File: src/sv/hrm_pkg.sv
// ---------------------------------------------------------------------------
// hrm_pkg: shared types and constants for the hard-rod Metropolis block
// Field widths, action and register codes, chain transaction structs.
// ---------------------------------------------------------------------------
package hrm_pkg;

    // Fixed field widths
    localparam int FB     = 24;   // fraction bits of a position
    localparam int RW     = 23;   // radius width
    localparam int IW     = 8;    // rod index field width
    localparam int PCW    = 9;    // point_count register width
    localparam int CNTW   = 24;   // step and success counters
    localparam int PRODW  = RW + FB;

    localparam int MAX_RODS_DEF = 256;

    localparam logic [FB-1:0] HALF = {1'b1, {(FB-1){1'b0}}};
    localparam logic [FB:0]   ONE  = {1'b1, {FB{1'b0}}};

    // Input actions
    localparam logic [1:0] A_LOAD  = 2'd0;
    localparam logic [1:0] A_TRIAL = 2'd1;
    localparam logic [1:0] A_READ  = 2'd2;

    // Configuration register indexes
    localparam logic CFG_POINT_COUNT = 1'b0;
    localparam logic CFG_STEP_LIMIT  = 1'b1;

    // Data that travels from cell to cell
    typedef struct packed {
        logic [FB-1:0] x;
        logic [RW-1:0] r;
        logic          hit;
    } t_probe;

    // Query broadcast to every cell during a pass
    typedef struct packed {
        logic          check;   // 0: fetch target entry, 1: overlap check
        logic [FB-1:0] xn;
        logic [RW-1:0] rr;
    } t_query;

    // Entry write broadcast to every cell
    typedef struct packed {
        logic          en;
        logic          pos_only;
        logic [FB-1:0] x;
        logic [RW-1:0] r;
    } t_cwr;

endpackage

File: src/sv/hrm_mod.sv
// ---------------------------------------------------------------------------
// hrm_mod: step counter modulo rod count
// Restoring remainder, one dividend bit per cycle.
// ---------------------------------------------------------------------------
module hrm_mod
    import hrm_pkg::*;
#(
    parameter int NIW = 8,
    parameter int NCW = 9
) (
    input  logic            i_clk,
    input  logic            i_rst_n,
    input  logic            i_start,
    input  logic [CNTW-1:0] i_dividend,
    input  logic [NCW-1:0]  i_divisor,
    output logic            o_done,
    output logic [NIW-1:0]  o_rem
);

    logic                    r_busy;
    logic                    r_done;
    logic [$clog2(CNTW)-1:0] r_bit;
    logic [CNTW-1:0]         r_dvd;
    logic [NCW-1:0]          r_div;
    logic [NCW-1:0]          r_rem;
    logic [NCW:0]            trial;
    logic [NCW:0]            n_rem;

    // One restoring step
    always_comb begin
        trial = {r_rem, r_dvd[CNTW-1]};
        n_rem = (trial >= {1'b0, r_div}) ? (trial - {1'b0, r_div}) : trial;
    end

    always_ff @(posedge i_clk) begin
        if (!i_rst_n) begin
            r_busy <= 1'b0;
            r_done <= 1'b0;
        end else begin
            r_done <= 1'b0;
            if (i_start) begin
                r_busy <= 1'b1;
            end else if (r_busy && (r_bit == '0)) begin
                r_busy <= 1'b0;
                r_done <= 1'b1;
            end
        end
        if (i_start) begin
            r_dvd <= i_dividend;
            r_div <= i_divisor;
            r_rem <= '0;
            r_bit <= $bits(r_bit)'(CNTW - 1);
        end else if (r_busy) begin
            r_rem <= n_rem[NCW-1:0];
            r_dvd <= {r_dvd[CNTW-2:0], 1'b0};
            r_bit <= r_bit - 1'b1;
        end
    end

    assign o_done = r_done;
    assign o_rem  = r_rem[NIW-1:0];

endmodule

File: config.mk
export PLATFORM = sky130hd
export DESIGN_NAME = hrm_mod
export DESIGN_NICKNAME = d
export VERILOG_FILES = /design/src/sv/hrm_pkg.sv /design/src/sv/hrm_mod.sv
export SDC_FILE = /design/constraint.sdc
export NUM_CORES = 1
export LEC_CHECK = 0
export BUFFER_PORTS_ARGS = -buffer_cell sky130_fd_sc_hd__buf_2
export CAP_MARGIN = 5
export CELL_PAD_IN_SITES_DETAIL_PLACEMENT = 0
export CELL_PAD_IN_SITES_GLOBAL_PLACEMENT = 2
export CORE_MARGIN = 5
export CORE_UTILIZATION = 36
export CTS_CLUSTER_SIZE = 10
export DETAILED_ROUTE_END_ITERATION = 6
export PLACE_DENSITY_LB_ADDON = 0.3
export SETUP_SLACK_MARGIN = 0.15
export SLEW_MARGIN = 20
export SYNTH_ARGS = -nofsm -noshare
export SYNTH_HDL_FRONTEND = slang
export SYNTH_SLANG_ARGS = --single-unit
File: constraint.sdc
create_clock -name i_clk -period 2.9 [get_ports i_clk]
set_input_delay 0.58 -clock i_clk [delete_from_list [all_inputs] [get_ports i_clk]]
set_output_delay 0.58 -clock i_clk [all_outputs]
set_load 0.02 [all_outputs]
Word-level counts from Yosys, hierarchy flattened

Cells that the tools add are included.

Flip-flop bits (word level): 49

$add $sub $neg: 2
Order comparisons: 1
Muxes and demuxes: 6
Bitwise gates (word level): 1
Reductions and logical operators: 5

Operators by type and width:

| operator              | count |
|---|---|
| $mux W24              | 2 |
| $ge A10 B9 Y1         | 1 |
| $mux W9               | 1 |
| $sub A9 B9 Y9         | 1 |
| $logic_not A5 Y1      | 1 |
| $sub A5 B1 Y5 const B | 1 |
| $reduce_bool A2 Y1    | 2 |
| $mux W1               | 3 |
| $reduce_or A2 Y1      | 1 |
| $logic_and A1 B1 Y1   | 1 |
| $not A1 Y1            | 1 |

Depth between registers and ports, before layout

Word-level depth: 4
Depth in mapped cells: 10

Least setup slack after synthesis

No wires, ideal clock.

Path kind: flip-flop to flip-flop
From: reg r_dvd[23]
To: reg r_rem[4]
Arrival time: 2.201 ns
Data required time: 2.754 ns
Slack: 0.553 ns
Stages on the path, launching flop included: 11
Cells stage by stage: edfxtp_1 inv_1 ha_1 inv_1 fa_1 a21o_1 a221o_2 a211o_1 buf_6 mux2i_1 o22ai_1

Longest elaborated chain between the ends: 2

RTL lines:

| element                                               | line          | text |
|---|---|---|
| start: declaration                                    | hrm_mod.sv:23 | `logic [CNTW-1:0] r_dvd;` |
| start signal: assignment                              | hrm_mod.sv:49 | `r_dvd <= i_dividend;` |
| start signal: assignment                              | hrm_mod.sv:55 | `r_dvd <= {r_dvd[CNTW-2:0], 1'b0};` |
| $sub A9 B9 Y9 / $ge A10 B9 Y1 (equally long branches) | hrm_mod.sv:32 | `n_rem = (trial >= {1'b0, r_div}) ? (trial - {1'b0, r_div}) : trial;` |
| $mux W9 (*)                                           | hrm_mod.sv:32 |  |
| end signal: assignment                                | hrm_mod.sv:54 | `r_rem <= n_rem[NCW-1:0];` |
| end: declaration                                      | hrm_mod.sv:25 | `logic [NCW-1:0] r_rem;` |

Mark *: on every way between the ends. The rest lies on a longest branch, timed or not.
A chain may end at the register's enable or synchronous reset.

Worst setup path after layout

From: reg r_dvd[23]
To: reg r_rem[0]

The elaborated chain is that of the path after synthesis.

==> results by group <==
Clock network
  – Post-CTS Setup Bufs: 0
  – Worst skew pair latency: 300 ps
  – CTS tree: built
  – Clock-pin slew on the worst setup and hold paths: 100 ps
  – CTS Buf Count: 5
  – Clk buf depth: 2
  – Number of H-tree levels: 2
  – CTS Hold Bufs: 0
  – Number of gates given a new drive strength after cts: 0
  – Clock Tree Root: clkbuf_8
  – CTS sink cnt: 49

Power
  – Peak VDD IR: 0.256 mV
  – Combinational power share: 11.9%
  – Pwr dens: 515 nW/um2
  – Leakage: 0.00121 uW
  – Sequential fraction of design power: 57.2%
  – Clk pwr share: 30.9%
  – Internal power: 1090 uW
  – Total chip power: 1440 uW
  – Switch share: 24.5%
  – Sw Pwr: 352 uW

Flow run
  – Max Cap Viol: 0

Setup path
  – Cell repeated most along the worst path: inv_1
  – CP Data Required Time: 3090 ps
  – Crit Path Max Fanout: 5
  – Worst-path cell chain: inv_1 > ha_1 > inv_1 > fa_1 > a21o_1 > a221o_2 > a211oi_2 > nor3_1 > a221o_1
  – Buf/Inv on CP: 2
  – Crit path max-delay family: compound AO/OA/AOI/OAI gates
  – Critical path startpoint category: flop
  – Max incr delay on CP: 420 ps
  – Worst endpoint data arrival time: 2740 ps
  – Crit-path slowest cell: a221o_2
  – WS Path Type: reg2reg
  – Crit path capture type: flop

Routing
  – Vias/cell: 5.00
  – Drt first pass iters: 3
  – Routed wire length: 4580 um
  – 1st-iter DRT viols: 29
  – Detail Route Antenna Nets: 0
  – DRC viols: 0
  – Wire per inst: 14.3 um
  – Vias: 1601

Timing
  – Worst Tran Pin Value: 519 ps
  – Worst Hold Slack: 442 ps
  – Slew HR: 65.2%
  – Fmax: 393 MHz
  – Final setup fails: 0
  – Final hold violations: 0
  – Final worst path period share: 87.8%
  – Pins over their slew limit: 0
  – Clock skew: 10.1 ps
  – RSZ-0062 raised after global routing: false
  – Final critical-path required period: 2550 ps
  – Total Neg Setup Slack: 0 ps

Global routing
  – Initial antenna violation count: 0
  – Gr usage total: 11.2%
  – First-pass GRT wire length: 7530 um
  – Vias in the first global route: 1594
  – Largest net degree at the start of global routing: 24
  – Grt total ovfl: 0

Synthesis
  – Syn Nets: 247
  – Synth warnings: 0
  – Distinct cells, synth: 47
  – Syn Inst Count: 199
  – Synth async-reset ratio: 0%
  – #FFs+latches synth: 49
  – Register area share after synthesis: 53.7%
  – Top_reg_cell synth: edfxtp_1
  – Post-synthesis average cell area: 12.3 um2
  – Synth Cell Area: 2440 um2
  – Number of flops mapped to enable cells by yosys: 33

Placement
  – Detailed Place HPWL: 3430 um
  – Dpl cells: 312
  – Port Buffers: 44
  – RD Place Congestion: 0.756

Cells and area
  – Final cell count without fillers: 320
  – P&R area growth vs syn: 14.6%
  – Final net count: 287
  – Layout cells sized above 1: 26.3%
  – Ant diodes: 0

Floorplanning
  – Die width: 92.3 um
  – FP Rows: 30
  – Die Ht: 92.3 um
  – Initial Util: 36.5%
  – Total Die Area: 8530 um2
  – Core region area: 6680 um2
  – IO Count: 45

Min path
  – Worst Hold Class: in2reg

Outcome
  – Status: complete, no violations
-- layout by cell type (no fill, tap or decap), drive strengths merged, types with 3 or more instances in the layout --
cell and instances:
a21oi 4, xnor2 5, edfxtp 33, and3 4, mux2 23, xor2 3
o21ai 8, nor2 6, nor3 5, dfxtp 16, nand2 10, nand2b 6
mux2i 5, a21o 3, inv 16, buf 48, o21a 3, clkbuf 6
ha 11
-- cell families (layout without fill, tap and decap cells) --
kind of cell | Yosys count | after routing | synth area share (%)
AO/OA/AOI/OAI | 32 | 32 | 9.53
XOR/XNOR | 8 | 8 | 2.87
adder cells (fa/ha/maj) | 12 | 12 | 6.46
buffers and inverters | 31 | 72 | 6.30
flip-flops | 49 | 49 | 53.7
multiplexers | 28 | 28 | 12.7
AND/OR/NAND/NOR | 39 | 39 | 8.46
-- area by class of cell --
type | instances | area, um2
Tap cell | 80 | 100
Multi-Input combinational cell | 119 | 976
Clock buffer | 6 | 82.6
Fill cell | 642 | 3880
Clock inverter | 2 | 17.5
Inverter | 16 | 60.1
Timing Repair Buffer | 48 | 250
Sequential cell | 49 | 1310
-- power by group through the flow --
stage / Combinational (uW) / Sequential, uW / Clock (uW)
floorplan: 123 / 833 / 0
global placement: 174 / 841 / 0
detailed placement: 173 / 840 / 0
CTS: 174 / 825 / 455
global route: 193 / 831 / 488
finish: 171 / 824 / 444
-- registers in the layout, indices dropped and copies added, names as in the netlist --
register	count
r_dvd	24
o_done	1
r_busy	1
r_div	9
r_rem	9
r_bit	5
-- Yosys cell counts, drive strengths merged (2+ instances only) --
cell type	instances	area (um2)
nand2b	6	37.5
a21o	3	23.8
a221o	2	21.3
nor2	6	22.5
dfxtp	16	320
nor3	5	25.0
clkbuf	4	15.0
mux2i	5	50.1
o21a	3	22.5
o21ai	8	40.0
ha	11	138
nand2	10	37.5
buf	11	78.8
xnor2	5	43.8
mux2	23	259
a211oi	2	20.0
a211o	2	17.5
a21oi	4	20.0
inv	15	56.3
or3	2	13.8
edfxtp	33	991
and3	4	27.5
xor2	3	26.3
-- final timing paths --
| path | start | end | slack, ps | cells after the start |
|---|---|---|---|---|
| max | r_dvd[23] | r_rem[0] | 350 | 9 |
| min | i_divisor[5] | r_div[5] | 440 | 1 |
| max reg2reg | r_dvd[23] | r_rem[0] | 350 | 9 |
| min reg2reg | r_rem[8] | r_rem[8] | 490 | 2 |
-- stage by stage --
step	instance area, um2	util, %	setup WS (ps)
global route	2800	41.9	197
CTS	2800	41.9	349
floorplan	2440	-	553
global placement	2700	40.4	415
detailed placement	2700	40.4	377
finish	2800	41.9	354
-- metal layers --
| metal | global-route usage (%) | part of all wire [%] | vias to the layer above |
|---|---|---|---|
| met4 | 3.59 | 0.98 | 0 |
| met3 | 4.47 | 6.9 | 5 |
| met5 | 0 | 0 | - |
| li1 | - | - | 795 |
| met1 | 13.9 | 47 | 769 |
| met2 | 17.6 | 46 | 32 |
(Power assumes the default switching activity.)
